<file path="src/rtl/core/pt_comp_pkg.sv">
// Shared types, constants and helpers for the pressure/temperature compensation pipeline.
// Used by every module under rtl/core; depends on nothing else.
`default_nettype none

package pt_comp_pkg;

   // Field widths
   localparam int RAW_W   = 24;
   localparam int COEF_W  = 16;
   localparam int PRESS_W = 27;
   localparam int TEMPO_W = 19;
   localparam int TEMP_W  = 20;   // internal temperature, one bit of margin
   localparam int OFF_W   = 40;
   localparam int SENS_W  = 39;
   localparam int T2_W    = 17;
   localparam int IDX_W   = 3;

   // Temperature thresholds in 0.01 C
   localparam logic signed [63:0] TEMP_REF = 64'sd2000;
   localparam logic signed [63:0] TEMP_LOW = -64'sd1500;

   // Register indexes
   localparam logic [IDX_W-1:0] REG_C1        = 3'd0;
   localparam logic [IDX_W-1:0] REG_C2        = 3'd1;
   localparam logic [IDX_W-1:0] REG_C3        = 3'd2;
   localparam logic [IDX_W-1:0] REG_C4        = 3'd3;
   localparam logic [IDX_W-1:0] REG_C5        = 3'd4;
   localparam logic [IDX_W-1:0] REG_C6        = 3'd5;
   localparam logic [IDX_W-1:0] REG_CAL_VALID = 3'd6;

   typedef enum logic [1:0] {
      STATUS_OK       = 2'd0,
      STATUS_NO_CAL   = 2'd1,
      STATUS_ZERO_RAW = 2'd2
   } status_type;

   typedef struct packed {
      logic [COEF_W-1:0] c1;
      logic [COEF_W-1:0] c2;
      logic [COEF_W-1:0] c3;
      logic [COEF_W-1:0] c4;
      logic [COEF_W-1:0] c5;
      logic [COEF_W-1:0] c6;
      logic              cal_valid;
   } cfg_type;

   // First-order results
   typedef struct packed {
      status_type               status;
      logic [RAW_W-1:0]         d1;
      logic signed [TEMP_W-1:0] temp1;
      logic signed [OFF_W-1:0]  off1;
      logic signed [SENS_W-1:0] sens1;
      logic [T2_W-1:0]          t2;
   } first_type;

   // Second-order corrected values
   typedef struct packed {
      status_type               status;
      logic [RAW_W-1:0]         d1;
      logic signed [TEMP_W-1:0] temp;
      logic signed [OFF_W-1:0]  off;
      logic signed [SENS_W-1:0] sens;
   } second_type;

   // Signed divide by 2^shift, truncating toward zero
   function automatic logic signed [63:0] trunc_shift(input logic signed [63:0] value,
                                                     input int unsigned shift);
      logic signed [63:0] bias;
      bias = value[63] ? $signed((64'd1 << shift) - 64'd1) : 64'sd0;
      return (value + bias) >>> shift;
   endfunction

endpackage

`default_nettype wire

</file>
<file path="src/rtl/core/pt_comp_second.sv">
// Second-order low-temperature correction of TEMP, OFF and SENS.
// Three register stages. Depends on pt_comp_pkg.
`default_nettype none

module pt_comp_second (
   input  wire logic                   clock,
   input  wire logic                   reset,
   input  wire logic                   in_valid,
   input  wire pt_comp_pkg::first_type in_data,
   output logic                        out_valid,
   output pt_comp_pkg::second_type     out_data
);

   // Stage D: threshold checks and squares of the temperature deltas
   logic signed [63:0] temp_ext, dd64, dl64;
   logic signed [20:0] dd, dl;
   logic signed [41:0] ddsq_full, dlsq_full;
   logic               low, very_low;

   logic                           vd_ff, vd_in;
   pt_comp_pkg::status_type        std_ff, std_in;
   logic [pt_comp_pkg::RAW_W-1:0]  d1d_ff, d1d_in;
   logic signed [pt_comp_pkg::TEMP_W-1:0] tempd_ff, tempd_in;
   logic signed [pt_comp_pkg::OFF_W-1:0]  off1d_ff, off1d_in;
   logic signed [pt_comp_pkg::SENS_W-1:0] sens1d_ff, sens1d_in;
   logic [35:0]                    ddsq_ff, ddsq_in, dlsq_ff, dlsq_in;

   assign temp_ext  = 64'(in_data.temp1);
   assign dd64      = temp_ext - pt_comp_pkg::TEMP_REF;
   assign dl64      = temp_ext - pt_comp_pkg::TEMP_LOW;
   assign dd        = dd64[20:0];
   assign dl        = dl64[20:0];
   assign low       = temp_ext < pt_comp_pkg::TEMP_REF;
   assign very_low  = temp_ext < pt_comp_pkg::TEMP_LOW;
   assign ddsq_full = dd * dd;
   assign dlsq_full = dl * dl;

   assign vd_in     = in_valid;
   assign std_in    = in_data.status;
   assign d1d_in    = in_data.d1;
   // T2 only applies below the reference temperature
   assign tempd_in  = low ? (in_data.temp1 - $signed({3'd0, in_data.t2})) : in_data.temp1;
   assign off1d_in  = in_data.off1;
   assign sens1d_in = in_data.sens1;
   assign ddsq_in   = low      ? ddsq_full[35:0] : '0;
   assign dlsq_in   = very_low ? dlsq_full[35:0] : '0;

   // Stage E: OFF2 and SENS2
   logic                           ve_ff, ve_in;
   pt_comp_pkg::status_type        ste_ff, ste_in;
   logic [pt_comp_pkg::RAW_W-1:0]  d1e_ff, d1e_in;
   logic signed [pt_comp_pkg::TEMP_W-1:0] tempe_ff, tempe_in;
   logic signed [pt_comp_pkg::OFF_W-1:0]  off1e_ff, off1e_in;
   logic signed [pt_comp_pkg::SENS_W-1:0] sens1e_ff, sens1e_in;
   logic [38:0]                    off2_ff, off2_in;
   logic [37:0]                    sens2_ff, sens2_in;

   assign ve_in     = vd_ff;
   assign ste_in    = std_ff;
   assign d1e_in    = d1d_ff;
   assign tempe_in  = tempd_ff;
   assign off1e_in  = off1d_ff;
   assign sens1e_in = sens1d_ff;
   assign off2_in   = 39'((40'(ddsq_ff) * 40'd3) >> 1) + 39'(40'(dlsq_ff) * 40'd7);
   assign sens2_in  = 38'((40'(ddsq_ff) * 40'd5) >> 3) + 38'(40'(dlsq_ff) * 40'd4);

   // Stage F: subtract the corrections
   logic                    vf_ff, vf_in;
   pt_comp_pkg::second_type of_ff, of_in;

   assign vf_in = ve_ff;
   always_comb begin
      of_in.status = ste_ff;
      of_in.d1     = d1e_ff;
      of_in.temp   = tempe_ff;
      of_in.off    = off1e_ff - $signed({1'b0, off2_ff});
      of_in.sens   = sens1e_ff - $signed({1'b0, sens2_ff});
   end

   always_ff @(posedge clock) begin
      if (reset) begin
         vd_ff <= 1'b0;
         ve_ff <= 1'b0;
         vf_ff <= 1'b0;
      end else begin
         vd_ff <= vd_in;
         ve_ff <= ve_in;
         vf_ff <= vf_in;
      end
   end

   always_ff @(posedge clock) begin
      std_ff    <= std_in;
      d1d_ff    <= d1d_in;
      tempd_ff  <= tempd_in;
      off1d_ff  <= off1d_in;
      sens1d_ff <= sens1d_in;
      ddsq_ff   <= ddsq_in;
      dlsq_ff   <= dlsq_in;
      ste_ff    <= ste_in;
      d1e_ff    <= d1e_in;
      tempe_ff  <= tempe_in;
      off1e_ff  <= off1e_in;
      sens1e_ff <= sens1e_in;
      off2_ff   <= off2_in;
      sens2_ff  <= sens2_in;
      of_ff     <= of_in;
   end

   assign out_valid = vf_ff;
   assign out_data  = of_ff;

endmodule

`default_nettype wire

</file>
<file path="config.mk">
export PLATFORM = sky130hd
export DESIGN_NAME = pt_comp_second
export DESIGN_NICKNAME = d
export VERILOG_FILES = /design/src/rtl/core/pt_comp_pkg.sv /design/src/rtl/core/pt_comp_second.sv
export SDC_FILE = /design/constraint.sdc
export NUM_CORES = 2
export LEC_CHECK = 0
export ABC_AREA = 1
export BUFFER_PORTS_ARGS = -buffer_cell sky130_fd_sc_hd__buf_2
export CAP_MARGIN = 20
export CORE_MARGIN = 2
export CORE_UTILIZATION = 39
export CTS_BUF_LIST = sky130_fd_sc_hd__clkbuf_8
export DETAILED_ROUTE_END_ITERATION = 7
export GPL_ROUTABILITY_DRIVEN = 1
export HOLD_SLACK_MARGIN = 0.15
export PLACE_DENSITY = 0.57
export SLEW_MARGIN = 20
export SYNTH_ARGS = -nofsm -noshare
export SYNTH_HDL_FRONTEND = slang
export SYNTH_SLANG_ARGS = --single-unit
</file>
<file path="constraint.sdc">
create_clock -name clock -period 9.3 [get_ports clock]
set_input_delay 0.465 -clock clock [delete_from_list [all_inputs] [get_ports clock]]
set_output_delay 0.465 -clock clock [all_outputs]
set_load 0.005 [all_outputs]
</file>
==> flow_summary.toml <==
[run_status]
status = "finished, final reports clean"

[yosys]
synth_top_area_share_pct = 29.1
synthMuxAreaShare_pct = 0
synth-seq-cells = 525
synth_top_family_by_area = "adder cells"
yosysTopAreaCell = "fa_1"
seq_area_frac_synth_pct = 19.1
synth_ff_type = "dfxtp_1"
synth_edf_count = 0
synth_fp_nets = 8245
synth-compound-area-share_pct = 8.46
synth_most_common_cell = "inv_1"
ys_top_cells_by_count = "inv_1, nand2_1, fa_1"
synthSimpleGateAreaFrac_pct = 16.6
synth_cells = 6808
yosysUniqueCellTypes = 56
yosys_warnings = 0
synth-xor-area-share_pct = 3.81
avgSynthCellArea_sq_um = 8.06
synth_area_leaders = "fa_1, dfxtp_1, ha_1"
async_reset_ff_share_pct = 0
synthAdderAreaFrac_pct = 40.4
synth.cell_area_sq_um = 54900

[worst_setup_path]
crit_arrival_ps = 8810
reg2regPathDepth = 21
required_ps = 9960
cp_slowest_cell = "fa_1"
worstSetupPathType = "input port to register"
cp_common_cell = "fa_1"
r2r_end = "off2_ff[37]$_DFF_P_"
endpoint_kind = "register"
r2r_slack_ps = 3880
cp_max_fo = 12
start_kind = "input port"
max_stage_delay_ps = 580
r2r-start = "ddsq_ff[2]$_SDFF_PP0_"

[finish]
syn2layout_area_growth_pct = 12.7
drive_above_1_share_pct = 7.21
nets = 8689
nFillCells = 14200

[clock_network]
htreeDepth = 3
cts_resized = 0
holdBufCountCts = 121
cts_setup_buffers = 0
cts_tree = "done"
clkSinkCount = 525
clk_latency_ps = 800
clk_pin_slew_ps = 70
cts_made_buffers = 89
ctsLongestPathBuffers = 3
cts_root_buf = "clkbuf_8"

[grt]
grt_util_all_layers_pct = 23.4
grt_first_pass_wirelength_um = 259000
antenna_found_initial = 3
overflow = 0
grt_pass1_vias = 47100
grt_start_max_net_pins = 45

[min_path]
hold_depth = 3
min_to = "tempd_ff[4]$_DFF_P_"
hold_class = "input port to register"
min_from = "in_data[100]"

[placement]
dpl_worst_slack_ps = 820
portBuffers = 270
dp_hpwl_um = 142000
place_congestion = 0.968

[timing]
relSlewSlack_pct = 36.8
fin_ws_ps = 1150
rsz0062_at_grt = "no"
clock.fmax_mhz = 123
setup_viol = 0
hold_violations = 0
fin_skew_ps = 77.1
drv_slew = 0
setup-tns-final_ps = 0
tightestPinTransition_ps = 946
fin_crit_sh_pct = 87.6
min_period_ps = 8150

[routing]
drc_errors = 0
via_count = 44400
wl_per_cell_um = 18.1
dr.pass1.iters = 5
ant_nets = 0
vias_per_cell = 4.82
drt-initial-drc-count = 2485
wl_um = 166000

[floorplanning]
start_util_pct = 39.3
die_x_um = 379
die_h_um = 379
dieArea_sq_um = 144000
ioPinCount = 271
core_sq_um = 140000
rows = 137

[flow_run]
drv_cap = 0
==> critical path: cells and delay by family <==
family	cells	cell delay, ps
simple gates	14	2470
fa+ha+maj	9	4200
compound gates	2	250
buf+inv	8	1410
==> cell type report <==
class	count	area [sq um]	share of cell area, %
timing repair buffer	432	2870	4.64
clock buffer	109	1500	2.43
multi-input combinational	4609	38000	61.5
tap	1876	2350	3.79
sequential	525	10500	17.0
clock inverter	57	602	0.973
inverter	1595	6000	9.69
antenna	4	10.0	0.0162
==> layer usage <==
layer / global-route usage (%) / vias up / part of all wire (%) / wire length [um]
met4: 10.9 / 0 / 5.2 / 8630
met5: 0 / - / 0 / 0
met1: 29.2 / 21000 / 43 / 71300
met3: 3.42 / 342 / 5.2 / 8620
li1: - / 21700 / - / -
met2: 39.8 / 1268 / 47 / 77700
==> state kept, by name, indices dropped and copies added, names as in the netlist, 2 cells and up <==
name       cells
ddsq_ff       35
out_data     125
tempe_ff      20
off2_ff       39
std_ff         2
sens1e_ff     39
sens2_ff      38
d1d_ff        24
dlsq_ff       35
d1e_ff        24
tempd_ff      20
off1e_ff      40
sens1d_ff     39
off1d_ff      40
ste_ff         2
==> worst max-delay path by stage <==
stage	slack (ps)	to	startpoint
after global placement	950	dlsq_ff[33]$_SDFF_PN0_	in_data[99]
after CTS	1340	ddsq_ff[30]$_SDFF_PP0_	in_data[101]
after global routing	730	ddsq_ff[30]$_SDFF_PP0_	in_data[101]
after floorplan	1630	dlsq_ff[31]$_SDFF_PN0_	in_data[99]
final	1150	ddsq_ff[30]$_SDFF_PP0_	in_data[101]
after detailed placement	820	dlsq_ff[30]$_SDFF_PN0_	in_data[99]
==> placed cells by master (no fill, tap or decap), drive strengths merged, types with 13 or more instances in the layout <==
cell type       n
inv          1610
nand2        1122
fa            799
nor2          784
dfxtp         525
ha            493
a21oi         386
buf           311
o21ai         252
nand3         201
xor2          155
dlygate4sd3   121
clkbuf        109
xnor2          81
nor3           54
a31oi          46
nand4          36
o21bai         36
a21o           31
clkinv         29
o21a           24
nor4           23
o211ai         15
a21boi         13
==> logic make-up (layout without fill, tap and decap cells) <==
kind of cell    Yosys count  in the layout
buf+inv                1674           2193
fa+ha+maj              1292           1292
xor+xnor                236            236
flops                   525            525
simple gates           2248           2248
other cells               1              5
compound gates          832            832
==> per-stage QoR <==
| stage | hold WS, ps | area [sq um] | std cells | util (%) |
|---|---|---|---|---|
| finish | 247 | 61900 | 9207 | 44.3 |
| detailed placement | 312 | 58500 | 8916 | 42.0 |
| floorplan | 310 | 54900 | 6808 | - |
| global placement | 310 | 58500 | 8916 | 42.0 |
| CTS | 158 | 61800 | 9203 | 44.3 |
| global route | 208 | 61900 | 9206 | 44.3 |
Power is not shown: default switching activity piles up to over one toggle a cycle in this logic, so the estimate is an artifact.
