--- config.mk ---
export PLATFORM = sky130hd
export DESIGN_NAME = pt_comp_press
export DESIGN_NICKNAME = d
export VERILOG_FILES = /design/src/rtl/core/pt_comp_pkg.sv /design/src/rtl/core/pt_comp_press.sv
export SDC_FILE = /design/constraint.sdc
export NUM_CORES = 2
export LEC_CHECK = 0
export BUFFER_PORTS_ARGS = -buffer_cell sky130_fd_sc_hd__clkbuf_2
export CAP_MARGIN = 20
export CELL_PAD_IN_SITES_DETAIL_PLACEMENT = 1
export CELL_PAD_IN_SITES_GLOBAL_PLACEMENT = 1
export CORE_ASPECT_RATIO = 1.1
export CORE_UTILIZATION = 50
export DETAILED_ROUTE_END_ITERATION = 10
export PLACE_DENSITY_LB_ADDON = 0.1
export SLEW_MARGIN = 15
export SYNTH_ARGS = -nofsm -noshare
export SYNTH_HDL_FRONTEND = slang
export SYNTH_SLANG_ARGS = --single-unit
--- constraint.sdc ---
create_clock -name clock -period 20.2 [get_ports clock]
set_clock_uncertainty 0.05 [all_clocks]
set_input_delay 0 -clock clock [delete_from_list [all_inputs] [get_ports clock]]
set_output_delay 0 -clock clock [all_outputs]
set_load 0.005 [all_outputs]
--- src/rtl/core/pt_comp_pkg.sv ---
// Shared types, constants and helpers for the pressure/temperature compensation pipeline.
// Used by every module under rtl/core; depends on nothing else.
`default_nettype none

package pt_comp_pkg;

   // Field widths
   localparam int RAW_W   = 24;
   localparam int COEF_W  = 16;
   localparam int PRESS_W = 27;
   localparam int TEMPO_W = 19;
   localparam int TEMP_W  = 20;   // internal temperature, one bit of margin
   localparam int OFF_W   = 40;
   localparam int SENS_W  = 39;
   localparam int T2_W    = 17;
   localparam int IDX_W   = 3;

   // Temperature thresholds in 0.01 C
   localparam logic signed [63:0] TEMP_REF = 64'sd2000;
   localparam logic signed [63:0] TEMP_LOW = -64'sd1500;

   // Register indexes
   localparam logic [IDX_W-1:0] REG_C1        = 3'd0;
   localparam logic [IDX_W-1:0] REG_C2        = 3'd1;
   localparam logic [IDX_W-1:0] REG_C3        = 3'd2;
   localparam logic [IDX_W-1:0] REG_C4        = 3'd3;
   localparam logic [IDX_W-1:0] REG_C5        = 3'd4;
   localparam logic [IDX_W-1:0] REG_C6        = 3'd5;
   localparam logic [IDX_W-1:0] REG_CAL_VALID = 3'd6;

   typedef enum logic [1:0] {
      STATUS_OK       = 2'd0,
      STATUS_NO_CAL   = 2'd1,
      STATUS_ZERO_RAW = 2'd2
   } status_type;

   typedef struct packed {
      logic [COEF_W-1:0] c1;
      logic [COEF_W-1:0] c2;
      logic [COEF_W-1:0] c3;
      logic [COEF_W-1:0] c4;
      logic [COEF_W-1:0] c5;
      logic [COEF_W-1:0] c6;
      logic              cal_valid;
   } cfg_type;

   // First-order results
   typedef struct packed {
      status_type               status;
      logic [RAW_W-1:0]         d1;
      logic signed [TEMP_W-1:0] temp1;
      logic signed [OFF_W-1:0]  off1;
      logic signed [SENS_W-1:0] sens1;
      logic [T2_W-1:0]          t2;
   } first_type;

   // Second-order corrected values
   typedef struct packed {
      status_type               status;
      logic [RAW_W-1:0]         d1;
      logic signed [TEMP_W-1:0] temp;
      logic signed [OFF_W-1:0]  off;
      logic signed [SENS_W-1:0] sens;
   } second_type;

   // Signed divide by 2^shift, truncating toward zero
   function automatic logic signed [63:0] trunc_shift(input logic signed [63:0] value,
                                                     input int unsigned shift);
      logic signed [63:0] bias;
      bias = value[63] ? $signed((64'd1 << shift) - 64'd1) : 64'sd0;
      return (value + bias) >>> shift;
   endfunction

endpackage

`default_nettype wire

--- src/rtl/core/pt_comp_press.sv ---
// Pressure evaluation: D1*SENS in two partial products, scaling, OFF subtraction,
// and the output register. Five register stages. Depends on pt_comp_pkg.
`default_nettype none

module pt_comp_press (
   input  wire logic                    clock,
   input  wire logic                    reset,
   input  wire logic                    in_valid,
   input  wire pt_comp_pkg::second_type in_data,
   output logic                         rsp_valid,
   output logic [pt_comp_pkg::PRESS_W-1:0] rsp_pressure_dmbar,
   output logic [pt_comp_pkg::TEMPO_W-1:0] rsp_temperature_centi,
   output logic [1:0]                   rsp_status
);

   // Stage G: partial products, SENS split into a low unsigned and a high signed part
   logic                          vg_ff, vg_in;
   pt_comp_pkg::status_type       stg_ff, stg_in;
   logic signed [pt_comp_pkg::TEMP_W-1:0] tempg_ff, tempg_in;
   logic signed [pt_comp_pkg::OFF_W-1:0]  offg_ff, offg_in;
   logic [43:0]                   lo_ff, lo_in;
   logic signed [43:0]            hi_ff, hi_in;

   assign vg_in    = in_valid;
   assign stg_in   = in_data.status;
   assign tempg_in = in_data.temp;
   assign offg_in  = in_data.off;
   assign lo_in    = in_data.d1 * in_data.sens[19:0];
   assign hi_in    = $signed({1'b0, in_data.d1}) * $signed(in_data.sens[38:20]);

   // Stage H: combine into D1*SENS
   logic                          vh_ff, vh_in;
   pt_comp_pkg::status_type       sth_ff, sth_in;
   logic signed [pt_comp_pkg::TEMP_W-1:0] temph_ff, temph_in;
   logic signed [pt_comp_pkg::OFF_W-1:0]  offh_ff, offh_in;
   logic signed [63:0]            prod_ff, prod_in;

   assign vh_in    = vg_ff;
   assign sth_in   = stg_ff;
   assign temph_in = tempg_ff;
   assign offh_in  = offg_ff;
   assign prod_in  = (64'(hi_ff) <<< 20) + $signed({20'd0, lo_ff});

   // Stage I: divide by 2^21
   logic                          vi_ff, vi_in;
   pt_comp_pkg::status_type       sti_ff, sti_in;
   logic signed [pt_comp_pkg::TEMP_W-1:0] tempi_ff, tempi_in;
   logic signed [pt_comp_pkg::OFF_W-1:0]  offi_ff, offi_in;
   logic signed [41:0]            q_ff, q_in;

   assign vi_in    = vh_ff;
   assign sti_in   = sth_ff;
   assign tempi_in = temph_ff;
   assign offi_in  = offh_ff;
   assign q_in     = 42'(pt_comp_pkg::trunc_shift(prod_ff, 21));

   // Stage J: subtract OFF
   logic                          vj_ff, vj_in;
   pt_comp_pkg::status_type       stj_ff, stj_in;
   logic signed [pt_comp_pkg::TEMP_W-1:0] tempj_ff, tempj_in;
   logic signed [42:0]            r_ff, r_in;

   assign vj_in    = vi_ff;
   assign stj_in   = sti_ff;
   assign tempj_in = tempi_ff;
   assign r_in     = 43'(q_ff) - 43'(offi_ff);

   // Stage K: divide by 2^15, wrap to field widths, zero fields on error status
   logic signed [63:0]                 p64;
   logic                               vk_ff, vk_in;
   logic [pt_comp_pkg::PRESS_W-1:0]    press_ff, press_in;
   logic [pt_comp_pkg::TEMPO_W-1:0]    tempk_ff, tempk_in;
   logic [1:0]                         stk_ff, stk_in;

   assign p64      = pt_comp_pkg::trunc_shift(64'(r_ff), 15);
   assign vk_in    = vj_ff;
   assign stk_in   = stj_ff;
   assign press_in = (stj_ff == pt_comp_pkg::STATUS_OK) ? p64[pt_comp_pkg::PRESS_W-1:0] : '0;
   assign tempk_in = (stj_ff == pt_comp_pkg::STATUS_OK) ?
                     tempj_ff[pt_comp_pkg::TEMPO_W-1:0] : '0;

   always_ff @(posedge clock) begin
      if (reset) begin
         vg_ff <= 1'b0;
         vh_ff <= 1'b0;
         vi_ff <= 1'b0;
         vj_ff <= 1'b0;
         vk_ff <= 1'b0;
      end else begin
         vg_ff <= vg_in;
         vh_ff <= vh_in;
         vi_ff <= vi_in;
         vj_ff <= vj_in;
         vk_ff <= vk_in;
      end
   end

   always_ff @(posedge clock) begin
      stg_ff   <= stg_in;
      tempg_ff <= tempg_in;
      offg_ff  <= offg_in;
      lo_ff    <= lo_in;
      hi_ff    <= hi_in;
      sth_ff   <= sth_in;
      temph_ff <= temph_in;
      offh_ff  <= offh_in;
      prod_ff  <= prod_in;
      sti_ff   <= sti_in;
      tempi_ff <= tempi_in;
      offi_ff  <= offi_in;
      q_ff     <= q_in;
      stj_ff   <= stj_in;
      tempj_ff <= tempj_in;
      r_ff     <= r_in;
      press_ff <= press_in;
      tempk_ff <= tempk_in;
      stk_ff   <= stk_in;
   end

   assign rsp_valid             = vk_ff;
   assign rsp_pressure_dmbar    = press_ff;
   assign rsp_temperature_centi = tempk_ff;
   assign rsp_status            = stk_ff;

endmodule

`default_nettype wire

==> impl_metrics.yaml <==
logic_synthesis:
  syn_area_sq_um: 47100
  syn_nets: 6271
  synth_async_sr_flop_share_pct: 0
  synth.ff_latch_count: 494
  synth_edf_count: 0
  synth_cell_types: 83
  syn_area_per_cell_sq_um: 9.52
  synth_flop_cell: "dfxtp_1"
  synth_cells: 4950
  synth_warnings: 0
  yosysSeqAreaShare_pct: 21.0
worst_setup_path:
  end_kind: "flip-flop"
  cp_data_required_time_ns: 20.64
  startpoint_type: "primary input"
  critPathLaunch: "in_data[24]"
  reg2reg_to: "rsp_pressure_dmbar[25]$_SDFF_PP0_"
  path_max_fanout: 24
  crit_type: "primary input to flip-flop"
  cp.arrival_ns: 7.35
  worstReg2RegStart: "r_ff[42]$_DFF_P_"
  cp-endpoint: "hi_ff[43]$_DFF_P_"
  r2r_slack_ns: 16.54
  r2r.worst_path.cells: 10
cells_and_area:
  final_common_cell: "inv_1"
  diodes: 0
  drive_gt1_share_pct: 6.03
  finalNetCount: 6441
  mostFrequentLayoutCells: "inv_1 (924), fa_1 (767), nand2_1 (546), dfxtp_1 (494), and2_1 (493)"
  area_growth_pct: 10.2
  final_util_pct: 55.8
clocking:
  cts_setup_buffers: 0
  numCtsBuffers: 48
  clk_pin_slew_ns: 0.07
  cts_resized: 0
  cts_tree: "built"
  cts_max_path_buffers: 3
  clock-root-buffer: "clkbuf_16"
  cts-htree-levels: 2
  clk_latency_ns: 0.61
  postCtsHoldBufs: 122
  cts.sinks: 494
grt:
  antenna_found_initial: 1
  grt_pass1_vias: 38000
  grt_max_degree: 40
  grtUsageMet3_pct: 2.00
  grt_pass1_wl_um: 201000
  gr-usage-met2_pct: 47.9
  met1_usage_pct: 34.8
  busiest_layer: "met2"
  grtUsageTotal_pct: 26.7
  grt-ovfl-total: 0
sta:
  hold_violations: 0
  max_freq_mhz: 145
  rsz0062_at_grt: "false"
  min_period_over_period_pct: 34.2
  finalSetupViolations: 0
  period_minus_slack_ns: 6.91
  worstMarginPinSlew_ns: 0.980
  worst_slack_ns: 13.29
  setup_tns_ns: 0
  slew_headroom_pct: 34.5
  drv_slew: 0
place:
  place_congestion: 0.839
  dp_hpwl_um: 89700
  place.port_buffers: 175
  dp_slack_ns: 12.64
hold_path:
  hold_depth: 3
  hold_class: "primary input to flip-flop"
routing:
  finalWirelength_um: 122000
  routedWlPerCell_um: 19.1
  post-route-drc-count: 0
  vias_per_cell: 5.25
  firstDrtPassIters: 5
  drt_iter0_markers: 1299
  ant_nets: 0
  vias: 33700
die:
  core-area_sq_um: 93000
  die_h_um: 324
  row_count: 117
  die_x_um: 295
  start_util_pct: 50.7
  dieArea_sq_um: 95500
  pin_count: 177
outcome:
  status: "completed"
flow_run:
  maxCapViolCount: 0
-- through the flow --
step / area [sq um] / std cells / hold slack (ns)
finish: 51900 / 6407 / 0.0198
global route: 51900 / 6407 / 0.0157
global placement: 49000 / 6196 / 0.0527
detailed placement: 49000 / 6196 / 0.0547
floorplan: 47100 / 4950 / -0.0223
CTS: 51900 / 6406 / 0.000591
-- critical path: stages --
cell and delay (ns):
clkbuf_2 0.39, and2_1 0.35, fa_1 0.53, inv_1 0.06, fa_1 0.52, fa_1 0.52, inv_1 0.05, fa_1 0.55
fa_1 0.45, fa_1 0.46, ha_1 0.30, ha_1 0.34, or2_1 0.25, a2111oi_1 0.90, or3_1 0.29, nand4b_2 0.16
a2111oi_4 0.42, o21ai_2 0.16, a221o_1 0.36, a21oi_2 0.17, xnor2_1 0.08
-- worst min-delay path by stage --
| stage | slack [ns] | from | end |
|---|---|---|---|
| finish | 0.02 | in_data[99] | lo_ff[0]$_DFF_P_ |
| detailed placement | 0.05 | in_data[65] | offg_ff[26]$_DFF_P_ |
| floorplan | -0.02 | in_data[39] | offg_ff[0]$_DFF_P_ |
| global route | 0.02 | in_data[40] | offg_ff[1]$_DFF_P_ |
| CTS | 0.0006 | in_data[40] | offg_ff[1]$_DFF_P_ |
| global placement | 0.05 | in_data[91] | tempg_ff[12]$_DFF_P_ |
-- layout make-up --
cell class                 instances  area [sq um]
clock inverter                    21           310
clock buffer                      67          1380
inverter                         924          3470
sequential                       494          9890
timing repair buffer             323          2290
fill                           10500         41000
tap                             1249          1560
multi-input combinational       3329         33000
-- cell families (layout without fill, tap and decap cells) --
| group | after synthesis | after routing | share of synthesized area (%) |
|---|---|---|---|
| compound gates | 471 | 471 | 6.62 |
| xor+xnor | 212 | 212 | 3.94 |
| fa+ha+maj | 1193 | 1193 | 43.9 |
| buf+inv | 1127 | 1335 | 8.98 |
| flops | 494 | 494 | 21.0 |
| mux | 1 | 1 | 0.0212 |
| simple gates | 1452 | 1452 | 15.6 |
-- Yosys cell counts (5+ instances only) --
cell	number	area share, %
inv_1	924	7.4
fa_1	767	33
nand2_1	546	4.3
dfxtp_1	494	21
and2_1	493	6.5
ha_1	426	11
clkbuf_1	192	1.5
a21oi_1	152	1.6
nor2_1	139	1.1
xnor2_1	134	2.5
o21ai_0	84	0.89
a21o_1	80	1.3
xor2_1	78	1.4
nand3_1	55	0.58
nand4_1	46	0.61
nor2b_1	37	0.49
and3_1	33	0.44
nor3_1	30	0.32
nand2b_1	28	0.37
o21bai_1	26	0.41
a31oi_1	17	0.23
o21a_1	17	0.27
or3_1	13	0.17
a211oi_1	10	0.16
buf_1	10	0.080
and4_1	7	0.13
a2111oi_0	6	0.11
o22ai_1	6	0.080
a311o_1	5	0.11
o31a_1	5	0.093
-- state kept, by name, indices dropped and copies added (netlist names), 40 cells and up --
name	count
hi_ff	44
lo_ff	44
offg_ff	40
offh_ff	40
offi_ff	40
prod_ff	64
q_ff	42
r_ff	43
-- layer usage --
metal | part of all wire [%] | routed length [um]
met1 | 44 | 54200
met2 | 50 | 61300
met3 | 3.3 | 4080
met4 | 2.3 | 2760
met5 | 0 | 0
Power is left out: the tool's default activity adds up to more than one toggle a clock period on the data nets, which glitch-free logic cannot reach.
