==> src/rtl/core/pt_comp_pkg.sv <==
// Shared types, constants and helpers for the pressure/temperature compensation pipeline.
// Used by every module under rtl/core; depends on nothing else.
`default_nettype none

package pt_comp_pkg;

   // Field widths
   localparam int RAW_W   = 24;
   localparam int COEF_W  = 16;
   localparam int PRESS_W = 27;
   localparam int TEMPO_W = 19;
   localparam int TEMP_W  = 20;   // internal temperature, one bit of margin
   localparam int OFF_W   = 40;
   localparam int SENS_W  = 39;
   localparam int T2_W    = 17;
   localparam int IDX_W   = 3;

   // Temperature thresholds in 0.01 C
   localparam logic signed [63:0] TEMP_REF = 64'sd2000;
   localparam logic signed [63:0] TEMP_LOW = -64'sd1500;

   // Register indexes
   localparam logic [IDX_W-1:0] REG_C1        = 3'd0;
   localparam logic [IDX_W-1:0] REG_C2        = 3'd1;
   localparam logic [IDX_W-1:0] REG_C3        = 3'd2;
   localparam logic [IDX_W-1:0] REG_C4        = 3'd3;
   localparam logic [IDX_W-1:0] REG_C5        = 3'd4;
   localparam logic [IDX_W-1:0] REG_C6        = 3'd5;
   localparam logic [IDX_W-1:0] REG_CAL_VALID = 3'd6;

   typedef enum logic [1:0] {
      STATUS_OK       = 2'd0,
      STATUS_NO_CAL   = 2'd1,
      STATUS_ZERO_RAW = 2'd2
   } status_type;

   typedef struct packed {
      logic [COEF_W-1:0] c1;
      logic [COEF_W-1:0] c2;
      logic [COEF_W-1:0] c3;
      logic [COEF_W-1:0] c4;
      logic [COEF_W-1:0] c5;
      logic [COEF_W-1:0] c6;
      logic              cal_valid;
   } cfg_type;

   // First-order results
   typedef struct packed {
      status_type               status;
      logic [RAW_W-1:0]         d1;
      logic signed [TEMP_W-1:0] temp1;
      logic signed [OFF_W-1:0]  off1;
      logic signed [SENS_W-1:0] sens1;
      logic [T2_W-1:0]          t2;
   } first_type;

   // Second-order corrected values
   typedef struct packed {
      status_type               status;
      logic [RAW_W-1:0]         d1;
      logic signed [TEMP_W-1:0] temp;
      logic signed [OFF_W-1:0]  off;
      logic signed [SENS_W-1:0] sens;
   } second_type;

   // Signed divide by 2^shift, truncating toward zero
   function automatic logic signed [63:0] trunc_shift(input logic signed [63:0] value,
                                                     input int unsigned shift);
      logic signed [63:0] bias;
      bias = value[63] ? $signed((64'd1 << shift) - 64'd1) : 64'sd0;
      return (value + bias) >>> shift;
   endfunction

endpackage

`default_nettype wire

==> src/rtl/core/pt_comp_csr.sv <==
// Calibration coefficient registers with a valid/ready write port.
// Depends on pt_comp_pkg.
`default_nettype none

module pt_comp_csr (
   input  wire logic                          clock,
   input  wire logic                          reset,
   input  wire logic                          csr_valid,
   output logic                               csr_ready,
   input  wire logic [pt_comp_pkg::IDX_W-1:0]  csr_index,
   input  wire logic [pt_comp_pkg::COEF_W-1:0] csr_wdata,
   output pt_comp_pkg::cfg_type               cfg
);

   pt_comp_pkg::cfg_type cfg_ff, cfg_in;

   // Writes are always taken
   assign csr_ready = 1'b1;

   // Register decode; unknown indexes are dropped
   always_comb begin
      cfg_in = cfg_ff;
      if (csr_valid) begin
         case (csr_index)
            pt_comp_pkg::REG_C1:        cfg_in.c1 = csr_wdata;
            pt_comp_pkg::REG_C2:        cfg_in.c2 = csr_wdata;
            pt_comp_pkg::REG_C3:        cfg_in.c3 = csr_wdata;
            pt_comp_pkg::REG_C4:        cfg_in.c4 = csr_wdata;
            pt_comp_pkg::REG_C5:        cfg_in.c5 = csr_wdata;
            pt_comp_pkg::REG_C6:        cfg_in.c6 = csr_wdata;
            pt_comp_pkg::REG_CAL_VALID: cfg_in.cal_valid = csr_wdata[0];
            default:                    cfg_in = cfg_ff;
         endcase
      end
   end

   always_ff @(posedge clock) begin
      if (reset) begin
         cfg_ff <= '0;
      end else begin
         cfg_ff <= cfg_in;
      end
   end

   assign cfg = cfg_ff;

endmodule

`default_nettype wire

==> config.mk <==
export PLATFORM = sky130hd
export DESIGN_NAME = pt_comp_csr
export DESIGN_NICKNAME = d
export VERILOG_FILES = /design/src/rtl/core/pt_comp_pkg.sv /design/src/rtl/core/pt_comp_csr.sv
export SDC_FILE = /design/constraint.sdc
export NUM_CORES = 1
export LEC_CHECK = 0
export ABC_AREA = 1
export BUFFER_PORTS_ARGS = -buffer_cell sky130_fd_sc_hd__buf_4
export CAP_MARGIN = 10
export CORE_ASPECT_RATIO = 2
export CORE_MARGIN = 2
export CORE_UTILIZATION = 51
export CTS_CLUSTER_DIAMETER = 60
export DETAILED_ROUTE_END_ITERATION = 6
export PLACE_DENSITY = 0.79
export SETUP_SLACK_MARGIN = 0.4
export SYNTH_ARGS = -nofsm -noshare
export SYNTH_HDL_FRONTEND = slang
export SYNTH_SLANG_ARGS = --single-unit
==> constraint.sdc <==
create_clock -name clock -period 1 [get_ports clock]
set_input_delay 0.2 -clock clock [delete_from_list [all_inputs] [get_ports clock]]
set_output_delay 0.2 -clock clock [all_outputs]
set_load 0.01 [all_outputs]
==> qor_table.md, run 1 <==
| Parameter | This run | Unit |
| --- | --- | --- |
| Run status | aborted with a tool error | - |
| Stage reached | clock tree synthesis | - |
| Tool error message | [ERROR DPL-0033] detailed placement checks failed during check placement. | - |
| Initial core utilization | 0.5214 | - |
| Hpwl dp | 7.650 | mm |
| Buffers from clock root to sink, at most | 2 | - |
| Worst setup timing slack at the placement stage | -0.1920 | ns |
| Syn_nets | 581 | - |
| Post-cts sizing count | 359 | - |
| Die Width | 66.10 | um |
| Buffers inserted by post-CTS timing repair | 36 | - |
| Input/output buffers | 118 | - |
| Number of synthesized register bits | 97 | - |
| Total clock buffers created by CTS | 9 | - |
| Number of distinct library cells after synthesis | 16 | - |
| Global placement routability congestion | 0.8966 | - |
| Num Clock Sinks | 97 | - |
| Clock root buffer master | sky130_fd_sc_hd__clkbuf_16 | - |
| Standard-cell rows | 45 | - |
| Warnings from Yosys | 0 | - |
| CTS H-Tree Depth | 3 | - |
| Average size of a mapped cell | 7.037 | um2 |
| Hold-fix buffers at CTS | 0 | - |
| Cells after synthesis | 559 | - |
| Placed cell count | 755 | - |
| Synthesized cell area | 3934 | um2 |
| Die Ht | 128.2 | um |
| Sequential cell area fraction in the yosys report | 0.4936 | - |
| IO Count | 120 | - |
synthesized netlist by cell type:
master                     instances  area, um2
sky130_fd_sc_hd__clkbuf_1          2      7.510
sky130_fd_sc_hd__a21oi_1           1      5.000
sky130_fd_sc_hd__inv_2             5      18.77
sky130_fd_sc_hd__conb_1            1      3.750
sky130_fd_sc_hd__inv_1            18      67.56
sky130_fd_sc_hd__buf_4             9      67.56
sky130_fd_sc_hd__nand3_1          97      485.5
sky130_fd_sc_hd__nor2_4            8      90.09
sky130_fd_sc_hd__nand2_2           2      12.51
sky130_fd_sc_hd__buf_6             2      22.52
sky130_fd_sc_hd__buf_2            15      75.07
sky130_fd_sc_hd__buf_1             6      22.52
sky130_fd_sc_hd__nor2_2            1      6.260
sky130_fd_sc_hd__nand2_1         101      379.1
sky130_fd_sc_hd__nor2_1          194      728.2
sky130_fd_sc_hd__dfxtp_1          97       1942
cell families after synthesis:
group           synth area share
simple gates              0.4326
flops                     0.4936
buf+inv                  0.07156
compound gates          0.001271
other cells            0.0009533
through the flow:
step           TNS [ns]  cell area, um2
3_5_place_dp     -9.151            5243
2_1_floorplan         0            4204
3_3_place_gp     -7.786            5243
==> run 2: changes to the inputs <==
- CORE_ASPECT_RATIO: 2 -> default
- CORE_UTILIZATION: 51 -> 40
- CTS_CLUSTER_DIAMETER: 60 -> default
- PLACE_DENSITY: 0.79 -> default
- PLACE_DENSITY_LB_ADDON: default -> 0.15
- SETUP_SLACK_MARGIN: 0.4 -> default
==> run 2 against run 1 <==
Against the previous run:
- the flow now finishes, with violations (negative setup slack)
- synthesized cell count stayed put
- synthesized area stayed put
==> qor_table.md, run 2 <==
| Parameter | This run | Unit | Change |
| --- | --- | --- | --- |
| Run status | finished, violations left | - |  |
| Failing checks | negative setup slack | - |  |
| Detailed Route WL | 11.25 | mm |  |
| Standard-cell rows | 36 | - | -20% |
| Leading cell type by number of instances after synthesis | sky130_fd_sc_hd__nor2_1 | - |  |
| Sequential power share | 0.544 | - |  |
| FF-to-FF End | cfg[41] | - |  |
| Yosys top cell by area | sky130_fd_sc_hd__dfxtp_1 | - |  |
| Hold Path Class | in2reg | - |  |
| Syn_nets | 581 | - | unchanged |
| Sequential cell area fraction in the yosys report | 0.4936 | - | unchanged |
| Vias in the first global route | 3570 | - |  |
| Family with the most delay on the worst path | flip-flops | - |  |
| Number of design rule violations left after detail routing | 0 | - |  |
| Reg2reg setup slack | 0.26 | ns |  |
| Cell-by-cell trace of the critical path | buf_6 | - |  |
| Sum of internal, switching and leakage power | 7577 | uW |  |
| Input/output buffers | 118 | - | unchanged |
| Layout Nets | 709 | - |  |
| Slowest cell on the critical path | sky130_fd_sc_hd__dfxtp_2 | - |  |
| IO Count | 120 | - | unchanged |
| Initial core utilization | 0.4081 | - | -0.1133 |
| DR vias/cell | 4.772 | - |  |
| Core occupancy in the finished layout | 0.6072 | - |  |
| Clock input transition at the sequential cells of the worst setup and hold paths | 0.09 | ns |  |
| Number of setup violations in the final report | 50 | - |  |
| Stages on the worst setup path | 1 | - |  |
| Highest Clock Rate | 965.5 | MHz |  |
| Part of the power in the clock network | 0.296 | - |  |
| Number of enable flip-flop cells after synthesis | 0 | - | unchanged |
| Type of element launching the critical path | register | - |  |
| 1st-pass router iterations | 4 | - |  |
| Portion of total power attributed to combinational logic | 0.160 | - |  |
| Area share of the largest cell type after synthesis | 0.4936 | - | unchanged |
| Final-layout setup total negative slack | -0.3198 | ns |  |
| Proportion of register bits with asynchronous set or reset after synthesis | 0 | - | unchanged |
| Number of distinct library cells after synthesis | 16 | - | unchanged |
| Endpoint type of the worst setup path | output port | - |  |
| Leakage component of the power | 0.002638 | uW |  |
| Largest register FFs | 97 | - |  |
| Final antenna-violating net count | 0 | - |  |
| Die Width | 103.2 | um | +56% |
| RSZ-0062 raised after global routing | true | - |  |
| Synthesized cell area | 3934 | um2 | unchanged |
| Post-detailed-route wirelength per cell | 13.63 | um |  |
| Worst clock skew | 0 | ns |  |
| Switching fraction of total power | 0.2749 | - |  |
| Most frequent standard cell in the layout excluding fill and tap cells | sky130_fd_sc_hd__nor2_1 | - |  |
| Hpwl dp | 7.728 | mm | +1.0% |
| Highest net fanout along the worst path | 2 | - |  |
| Die Ht | 103.2 | um | -20% |
| Slew Viols, Final | 0 | - |  |
| Maximum number of pins on one net before global-route repair | 59 | - |  |
| Power Internal | 5495 | uW |  |
| Fraction of the cycle the final worst path needs | 1.036 | - |  |
| Cells after synthesis | 559 | - | unchanged |
| Largest cells by area after synthesis | sky130_fd_sc_hd__dfxtp_1 49%, sky130_fd_sc_hd__nor2_1 19%, sky130_fd_sc_hd__nand3_1 12%, sky130_fd_sc_hd__nand2_1 9.6%, sky130_fd_sc_hd__nor2_4 2.3% | - |  |
| Relative area change from synthesis to final layout | 48.79 | % |  |
| Average size of a mapped cell | 7.037 | um2 | unchanged |
| Time the worst path needs with I/O delays and setup | 1.036 | ns |  |
| Crit path capture | cfg[1] | - |  |
| Number of synthesized register bits | 97 | - | unchanged |
| Slowest stage delay, CP | 0.37 | ns |  |
| Count of inserted antenna diode cells | 0 | - |  |
| Die Outline Area | 10640 | um2 |  |
| CTS H-Tree Depth | 3 | - | unchanged |
| Via count | 3937 | - |  |
| Worst reg2reg path startpoint | cfg[41] | - |  |
| Hold-fix buffers at CTS | 0 | - | unchanged |
| Top flip-flop cell by instance count after synthesis | sky130_fd_sc_hd__dfxtp_1 | - |  |
| Crit path arrival time | 0.84 | ns |  |
| Initial antenna violation count | 0 | - |  |
| Share of cells above drive strength 1 | 0.4032 | - |  |
| Top cells by count, synth | 194 x sky130_fd_sc_hd__nor2_1, 101 x sky130_fd_sc_hd__nand2_1, 97 x sky130_fd_sc_hd__dfxtp_1, 97 x sky130_fd_sc_hd__nand3_1, 18 x sky130_fd_sc_hd__inv_1 | - |  |
| Number of DRC violations after detailed-routing iteration 0 | 175 | - |  |
| Clock root buffer master | sky130_fd_sc_hd__clkbuf_8 | - |  |
| Total clock buffers created by CTS | 9 | - | unchanged |
| GR Overflow Total | 0 | - |  |
| Largest voltage drop on the vdd net | 0.6941 | mV |  |
| Total buffers and inverters traversed by the critical path | 1 | - |  |
| CTS tree | yes | - |  |
| Buffers from clock root to sink, at most | 2 | - | unchanged |
| Net switching power figure | 2083 | uW |  |
| Pwr Density | 1295 | nW/um2 |  |
| Warnings from Yosys | 0 | - | unchanged |
| Worst setup path class | reg2out | - |  |
| Global placement routability congestion | 0.8023 | - | -11% |
| Most frequent cells in the layout | 193 x sky130_fd_sc_hd__nor2_1, 101 x sky130_fd_sc_hd__nand2_1, 97 x sky130_fd_sc_hd__nand3_1, 97 x sky130_fd_sc_hd__dfxtp_2, 97 x sky130_fd_sc_hd__buf_6 | - |  |
| Num Clock Sinks | 97 | - | unchanged |
| Core Footprint | 9639 | um2 |  |
| Number of max-cap violations | 0 | - |  |
| Wire length of the first global-routing pass | 17.55 | mm |  |
| Worst setup margin | -0.03569 | ns |  |
| Count of endpoints failing hold in the final timing report | 0 | - |  |
| Overall Global Routing Usage | 0.2139 | - |  |
| Required time at the endpoint of the critical path | 0.80 | ns |  |
| Worst-Skew Late Latency | 0.35 | ns |  |
| Critical path startpoint | cfg[1] | - |  |
| Path depth of the worst reg2reg path | 3 | - |  |
run 2: timing repair:
item,4_1_cts,5_1_grt
setup endpoints to repair,97,97
resized for setup,194,0
gates cloned,0,0
setup buffers,8,2
run 2: area by class of cell:
class | count | area (um2)
multi-input combinational | 405 | 1713
timing repair buffer | 151 | 1660
tap | 133 | 166.4
fill | 916 | 3786
clock buffer | 11 | 131.4
sequential | 97 | 2063
inverter | 23 | 86.33
clock inverter | 5 | 32.53
run 2: cells by family (layout without fill, tap and decap cells):
kind of cell           Yosys count  in the layout  share of synthesized area
buffers and inverters           57            190                    0.07156
other                            1              1                  0.0009533
AO/OA/AOI/OAI                    1              1                   0.001271
flip-flops                      97             97                     0.4936
AND/OR/NAND/NOR                403            403                     0.4326
run 2: worst min path at each step:
stage	startpoint	end	slack, ns	cells past startpoint
3_3_place_gp	cfg[38]	cfg[38]	0.47	2
4_1_cts	reset	cfg[89]	0.27	5
6_report	csr_wdata[1]	cfg[66]	0.28	5
3_5_place_dp	cfg[22]	cfg[22]	0.48	2
5_1_grt	reset	cfg[93]	0.28	5
2_1_floorplan	csr_index[2]	cfg[82]	0.43	4
run 2: power by group through the flow:
stage / Combinational, uW / Sequential, uW / Clock (uW)
after floorplan: 545 / 4210 / 0
after global placement: 1100 / 4160 / 0
after detailed placement: 1110 / 4170 / 0
after CTS: 1210 / 4120 / 2280
after global routing: 1330 / 4140 / 2450
final: 1210 / 4120 / 2240
run 2: routing by layer:
metal,global-route usage,vias up,wire length [um]
li1,-,1986,-
met1,0.2820,1820,4993
met2,0.3581,117,5570
met3,0.02890,14,486
met4,0.08097,0,197
met5,0,-,0
run 2: tightest hold or removal path: stages:
cell and delay (ns):
sky130_fd_sc_hd__buf_4 0.07, sky130_fd_sc_hd__inv_1 0.10, sky130_fd_sc_hd__nand3_1 0.11, sky130_fd_sc_hd__nand2_1 0.05
sky130_fd_sc_hd__nor2_1 0.07
run 2: per-stage QoR:
step           hold slack, ns  instances  worst slack [ns]  area (um2)
3_5_place_dp           0.4757        799          -0.09763        5129
3_3_place_gp           0.4669        799          -0.06414        5129
2_1_floorplan          0.4268        559           0.07312        3934
6_report               0.2792        825          -0.03569        5853
5_1_grt                0.2850        825          -0.07083        5853
4_1_cts                0.2661        823          -0.04957        5838
Power figures use the tool's default switching activity.
==> run 3: changes to the inputs <==
- PLACE_DENSITY_LB_ADDON: 0.15 -> 0.12
==> run 3 against run 2 <==
Against the previous run:
- the run still ends with negative setup slack left
- final area up 0.32%
- non-clock buffer count is 1 lower
- clock-buffer cell count increased by 3
- via count decreased by 1.1%
- final cell count shrank 0.12%
- sequential share of layout area fell by 0.11 points
- worst setup slack got worse by 0.011 ns
- first-iteration DRC count grew 18%
- critical endpoint is now cfg[83]
- largest cell class unchanged
==> qor_table.md, run 3 (synthesis results as in run 2) <==
| Parameter | This run | Unit | Change |
| --- | --- | --- | --- |
| Number of design rule violations left after detail routing | 0 | - | unchanged |
| DR vias/cell | 4.726 | - | -0.97% |
| Die Width | 103.2 | um | unchanged |
| Count of inserted antenna diode cells | 0 | - | unchanged |
| Required time at the endpoint of the critical path | 0.80 | ns | about the same |
| Worst setup path class | reg2out | - |  |
| Final antenna-violating net count | 0 | - | unchanged |
| Most frequent cells in the layout | 193 x sky130_fd_sc_hd__nor2_1, 101 x sky130_fd_sc_hd__nand2_1, 97 x sky130_fd_sc_hd__nand3_1, 97 x sky130_fd_sc_hd__dfxtp_2, 97 x sky130_fd_sc_hd__buf_6 | - |  |
| Hold Path Class | in2reg | - |  |
| Num Clock Sinks | 97 | - | unchanged |
| Family with the most delay on the worst path | flip-flops | - |  |
| Number of setup violations in the final report | 97 | - | +94% |
| Overall Global Routing Usage | 0.2217 | - | +0.007827 |
| Hpwl dp | 7.630 | mm | -1.3% |
| Most frequent standard cell in the layout excluding fill and tap cells | sky130_fd_sc_hd__nor2_1 | - |  |
| Largest voltage drop on the vdd net | 0.6238 | mV | -10% |
| RSZ-0062 raised after global routing | true | - |  |
| Input/output buffers | 118 | - | unchanged |
| Share of cells above drive strength 1 | 0.3994 | - | -0.003758 |
| Fraction of the cycle the final worst path needs | 1.046 | - | +0.01060 |
| Startpoint of the most critical hold path | csr_wdata[12] | - |  |
| Reg2reg setup slack | 0.28 | ns | +0.02 ns |
| Leakage component of the power | 0.002646 | uW | +0.29% |
| Detailed Route WL | 11.45 | mm | +1.8% |
| Via count | 3894 | - | -1.1% |
| IO Count | 120 | - | unchanged |
| Worst hold path stage count | 5 | - | unchanged |
| Clock input transition at the sequential cells of the worst setup and hold paths | 0.09 | ns | about the same |
| Relative area change from synthesis to final layout | 49.27 | % |  |
| Worst setup margin | -0.04629 | ns | -0.01060 ns |
| Global placement routability congestion | 0.7768 | - | -3.2% |
| Number of max-cap violations | 0 | - | unchanged |
| Total clock buffers created by CTS | 9 | - | unchanged |
| Failing checks | negative setup slack | - |  |
| FF-to-FF End | cfg[44] | - |  |
| Sequential cell area in the final layout | 2063 | um2 | unchanged |
| Run status | finished, violations left | - |  |
| Time the worst path needs with I/O delays and setup | 1.046 | ns | +0.01060 ns |
| Type of element launching the critical path | register | - |  |
| Initial core utilization | 0.4081 | - | unchanged |
| CTS tree | yes | - |  |
| Worst-Skew Late Latency | 0.37 | ns | +0.02 ns |
| Cell-by-cell trace of the critical path | buf_6 | - |  |
| Initial antenna violation count | 0 | - | unchanged |
| Slew Viols, Final | 0 | - | unchanged |
| Slowest stage delay, CP | 0.37 | ns | about the same |
| 1st-pass router iterations | 4 | - | unchanged |
| Buffers from clock root to sink, at most | 2 | - | unchanged |
| Layout Nets | 708 | - | -0.14% |
| CTS H-Tree Depth | 3 | - | unchanged |
| Slowest cell on the critical path | sky130_fd_sc_hd__dfxtp_2 | - |  |
| Non-filler instance count after layout | 824 | - | -0.12% |
| Worst clock skew | 0 | ns | unchanged |
| Number of DRC violations after detailed-routing iteration 0 | 207 | - | +18% |
| Post-detailed-route wirelength per cell | 13.90 | um | +2.0% |
| Total buffers and inverters traversed by the critical path | 1 | - | unchanged |
| Wire length of the first global-routing pass | 17.89 | mm | +2.0% |
| Clock root buffer master | sky130_fd_sc_hd__clkbuf_8 | - |  |
| Final-layout setup total negative slack | -1.753 | ns | -1.433 ns |
| Count of endpoints failing hold in the final timing report | 0 | - | unchanged |
| Endpoint type of the worst setup path | output port | - |  |
| Die Outline Area | 10640 | um2 | unchanged |
| Hold-fix buffers at CTS | 0 | - | unchanged |
| Path depth of the worst reg2reg path | 3 | - | unchanged |
| Placed cell count | 799 | - | unchanged |
| Worst reg2reg path startpoint | cfg[44] | - |  |
| Maximum number of pins on one net before global-route repair | 48 | - | -19% |
| Core Footprint | 9639 | um2 | unchanged |
| Crit path arrival time | 0.85 | ns | about the same |
| Highest Clock Rate | 955.8 | MHz | -1.0% |
| Vias in the first global route | 3603 | - | +0.92% |
| GR Overflow Total | 0 | - | unchanged |
| Highest net fanout along the worst path | 2 | - | unchanged |
| Core occupancy in the finished layout | 0.6092 | - | +0.001947 |
| Die Ht | 103.2 | um | unchanged |
| Sum of internal, switching and leakage power | 7897 | uW | +4.2% |
| Critical path startpoint | cfg[83] | - |  |
| # fillers | 892 | - | -2.6% |
| Hold path endpoint | cfg[13] | - |  |
| Standard-cell rows | 36 | - | unchanged |
| Largest register FFs | 97 | - | unchanged |
| Area of the multi-input gates | 1713 | um2 | unchanged |
| Pwr Density | 1345 | nW/um2 | +3.9% |
==> run 3: cell types whose count changed in the layout (fill, tap and decap cells not counted) <==
cell,delta
sky130_fd_sc_hd__clkbuf_1,+2
sky130_fd_sc_hd__clkinv_2,-2
sky130_fd_sc_hd__clkinvlp_4,-2
sky130_fd_sc_hd__buf_4,-1
sky130_fd_sc_hd__bufinv_16,+1
sky130_fd_sc_hd__clkbuf_8,+1
==> run 3: cell type report <==
cell class              instances  area share
well taps                     133     0.02834
flip-flops and latches         97      0.3514
multi-input cells             405      0.2917
inverters                      23     0.01470
clock inverters                 2    0.006393
clock buffers                  14     0.02600
repair buffers                150      0.2815
==> run 3: layer usage <==
metal	vias to the layer above	global-route usage	wire length [um]
li1	1988	-	-
met1	1784	0.2722	4958
met2	107	0.3836	5731
met3	15	0.03696	562
met4	0	0.09717	201
met5	-	0	0
==> run 3: metrics by stage <==
stage | instance area (um2) | setup slack, ns | hold WS [ns]
floorplan | 3934 | 0.07312 | 0.4268
global placement | 5129 | -0.05560 | 0.4668
detailed placement | 5129 | -0.08419 | 0.4748
CTS | 5857 | -0.06111 | 0.2564
global route | 5872 | -0.06814 | 0.3054
finish | 5872 | -0.04629 | 0.2668
==> run 3: worst max-delay path by stage <==
stage                     cells after the start       to
after floorplan                               5  cfg[60]
after global placement                        7   cfg[2]
after detailed placement                      7  cfg[30]
after CTS                                     1   cfg[0]
after global routing                          1  cfg[83]
final                                         1  cfg[83]
==> run 3: report_power, final <==
| group | total, uW | switching (uW) | internal, uW |
|---|---|---|---|
| clock | 2560 | 1330 | 1230 |
| combinational | 1210 | 641 | 572 |
| sequential | 4130 | 104 | 4020 |
| total | 7900 | 2070 | 5820 |
==> run 3: what timing repair did <==
item                                    4_1_cts  5_1_grt
endpoints found under the setup margin       97       97
setup buffers                                 7        2
resized for setup                           194        0
cloned                                        0        0
pin swaps                                     0        0
==> run 4: changes to the inputs <==
- CELL_PAD_IN_SITES_DETAIL_PLACEMENT: default -> 1
- CELL_PAD_IN_SITES_GLOBAL_PLACEMENT: default -> 1
- CORE_UTILIZATION: 40 -> 35
- SETUP_SLACK_MARGIN: default -> 0.2
==> run 4 against run 3 <==
Against the previous run:
- the run still ends with negative setup slack left
- clock power is 14% higher
- core utilization down 5.0 points
- routed wire length grew 20%
- clock skew is the same
- sequential share of layout area shrank 1.2 points
- power grew 6.1%
- die area increased by 14%
- worst setup slack is essentially flat
- combinational power grew 9%
- sequential power about the same
- sequential cell count unchanged
==> qor_table.md, run 4 (synthesis results as in run 2) <==
| Parameter | This run | Unit | Change |
| --- | --- | --- | --- |
| CTS tree | yes | - |  |
| Worst-Skew Late Latency | 0.37 | ns | about the same |
| Input/output buffers | 118 | - | unchanged |
| Number of setup violations in the final report | 97 | - | unchanged |
| Worst setup path class | reg2out | - |  |
| Leakage component of the power | 0.002750 | uW | +3.9% |
| Buffers from clock root to sink, at most | 2 | - | unchanged |
| Initial antenna violation count | 0 | - | unchanged |
| Clock root buffer master | sky130_fd_sc_hd__clkbuf_8 | - |  |
| Area of the multi-input gates | 1758 | um2 | +2.6% |
| Slowest cell on the critical path | sky130_fd_sc_hd__dfxtp_2 | - |  |
| Count of inserted antenna diode cells | 0 | - | unchanged |
| Sequential cell area in the final layout | 2063 | um2 | unchanged |
| Worst clock skew | 0 | ns | unchanged |
| CTS H-Tree Depth | 3 | - | unchanged |
| Total buffers and inverters traversed by the critical path | 1 | - | unchanged |
| Highest Clock Rate | 955.5 | MHz | about the same |
| Worst hold path stage count | 5 | - | unchanged |
| RSZ-0062 raised after global routing | true | - |  |
| Maximum number of pins on one net before global-route repair | 54 | - | +13% |
| Core Footprint | 10890 | um2 | +13% |
| Most frequent standard cell in the layout excluding fill and tap cells | sky130_fd_sc_hd__nor2_1 | - |  |
| Largest register FFs | 97 | - | unchanged |
| Time the worst path needs with I/O delays and setup | 1.047 | ns | +0.0002862 ns |
| Num Clock Sinks | 97 | - | unchanged |
| Total clock buffers created by CTS | 9 | - | unchanged |
| Final antenna-violating net count | 0 | - | unchanged |
| Path depth of the worst reg2reg path | 4 | - | +1 |
| Relative area change from synthesis to final layout | 54.71 | % |  |
| Post-route cell area | 6086 | um2 | +3.6% |
| Hpwl dp | 9.132 | mm | +20% |
| Die Ht | 110.0 | um | +6.6% |
| DR vias/cell | 4.918 | - | +4.1% |
| Layout Nets | 716 | - | +1.1% |
| Failing checks | negative setup slack | - |  |
| Slowest stage delay, CP | 0.37 | ns | about the same |
| Die Outline Area | 12100 | um2 | +14% |
| 1st-pass router iterations | 5 | - | +1 |
| Area of placed instances | 5240 | um2 | +2.2% |
| Sum of internal, switching and leakage power | 8377 | uW | +6.1% |
| Number of design rule violations left after detail routing | 0 | - | unchanged |
| Largest voltage drop on the vdd net | 0.6135 | mV | -1.6% |
| Required time at the endpoint of the critical path | 0.80 | ns | about the same |
| FF-to-FF End | cfg[8] | - |  |
| Type of element launching the critical path | register | - |  |
| Worst reg2reg path startpoint | cfg[8] | - |  |
| Worst setup margin | -0.04658 | ns | -0.0002862 ns |
| Overall Global Routing Usage | 0.2301 | - | +0.008400 |
| Wire length of the first global-routing pass | 20.93 | mm | +17% |
| Number of DRC violations after detailed-routing iteration 0 | 100 | - | -52% |
| Slew Viols, Final | 0 | - | unchanged |
| Reg2reg setup slack | 0.21 | ns | -0.07 ns |
| Initial core utilization | 0.3613 | - | -0.04680 |
| Family with the most delay on the worst path | flip-flops | - |  |
| Detailed Route WL | 13.72 | mm | +20% |
| Number of max-cap violations | 0 | - | unchanged |
| Hold-fix buffers at CTS | 0 | - | unchanged |
| Startpoint of the most critical hold path | csr_wdata[15] | - |  |
| Die Width | 110.0 | um | +6.6% |
| Highest net fanout along the worst path | 2 | - | unchanged |
| IO Count | 120 | - | unchanged |
| Standard-cell rows | 38 | - | +5.6% |
| Run status | finished, violations left | - |  |
| # fillers | 1345 | - | +51% |
| Pwr Density | 1377 | nW/um2 | +2.3% |
| Fraction of the cycle the final worst path needs | 1.047 | - | about the same |
| Count of endpoints failing hold in the final timing report | 0 | - | unchanged |
| Hold path endpoint | cfg[80] | - |  |
| Via count | 4126 | - | +6.0% |
| GR Overflow Total | 0 | - | unchanged |
| Cell-by-cell trace of the critical path | buf_6 | - |  |
| Endpoint type of the worst setup path | output port | - |  |
| Hold Path Class | in2reg | - |  |
| Share of cells above drive strength 1 | 0.4192 | - | +0.01975 |
| Global placement routability congestion | 0.7507 | - | -3.4% |
| Clock input transition at the sequential cells of the worst setup and hold paths | 0.09 | ns | about the same |
| Post-detailed-route wirelength per cell | 16.36 | um | +18% |
| Vias in the first global route | 4193 | - | +16% |
| Worst setup timing slack at the placement stage | -0.1518 | ns | -0.06761 ns |
| Most frequent cells in the layout | 190 x sky130_fd_sc_hd__nor2_1, 99 x sky130_fd_sc_hd__buf_6, 98 x sky130_fd_sc_hd__nand2_1, 97 x sky130_fd_sc_hd__nand3_1, 97 x sky130_fd_sc_hd__dfxtp_2 | - |  |
| Crit path arrival time | 0.85 | ns | about the same |
run 4: report_power, final:
| part | switching [uW] | internal, uW | total (uW) |
|---|---|---|---|
| combinational | 704 | 620 | 1320 |
| sequential | 107 | 4020 | 4130 |
| clock | 1370 | 1550 | 2920 |
| total | 2180 | 6200 | 8380 |
run 4: timing repair:
item                       4_1_cts  5_1_grt
gates resized for setup        194        6
cloned                           0        0
buffers inserted                 9        5
pin swaps                        0        4
setup endpoints to repair       97      101
run 4: per-stage QoR:
| step | std cells | hold slack [ns] | TNS [ns] | utilization |
|---|---|---|---|---|
| floorplan | 559 | 0.4268 | 0 | - |
| global placement | 809 | 0.4658 | -3.921 | 0.4813 |
| detailed placement | 809 | 0.4774 | -7.800 | 0.4813 |
| CTS | 834 | 0.2797 | -3.098 | 0.5525 |
| global route | 839 | 0.2983 | -4.645 | 0.5590 |
| finish | 839 | 0.2852 | -1.905 | 0.5590 |
run 4: layout make-up:
cell class              count  share of cell area
clock buffers              14             0.02673
clock inverters             2            0.009868
inverters                  23             0.01583
multi-input cells         405              0.2889
flip-flops and latches     97              0.3390
well taps                 140             0.02878
repair buffers            158              0.2909
run 4: metal layers:
layer,vias up,global-route usage,share of wire
met2,106,0.4075,0.51
met4,0,0.1067,0.025
li1,2001,-,-
met1,1994,0.2676,0.42
met3,25,0.04233,0.045
met5,-,0,0
run 4: how the worst max path moves through the flow:
stage / startpoint / cells past startpoint / end
after detailed placement: csr_index[0] / 7 / cfg[67]
after global placement: csr_index[1] / 6 / cfg[19]
final: cfg[70] / 1 / cfg[70]
after CTS: cfg[65] / 1 / cfg[65]
after floorplan: csr_valid / 6 / cfg[49]
after global routing: cfg[70] / 1 / cfg[70]
run 4: worst reg2reg max path: cells and delay by family (launching register included):
kind	cells	cell delay, ns
AND/OR/NAND/NOR	2	0.11
buffers and inverters	2	0.26
flip-flops	1	0.34
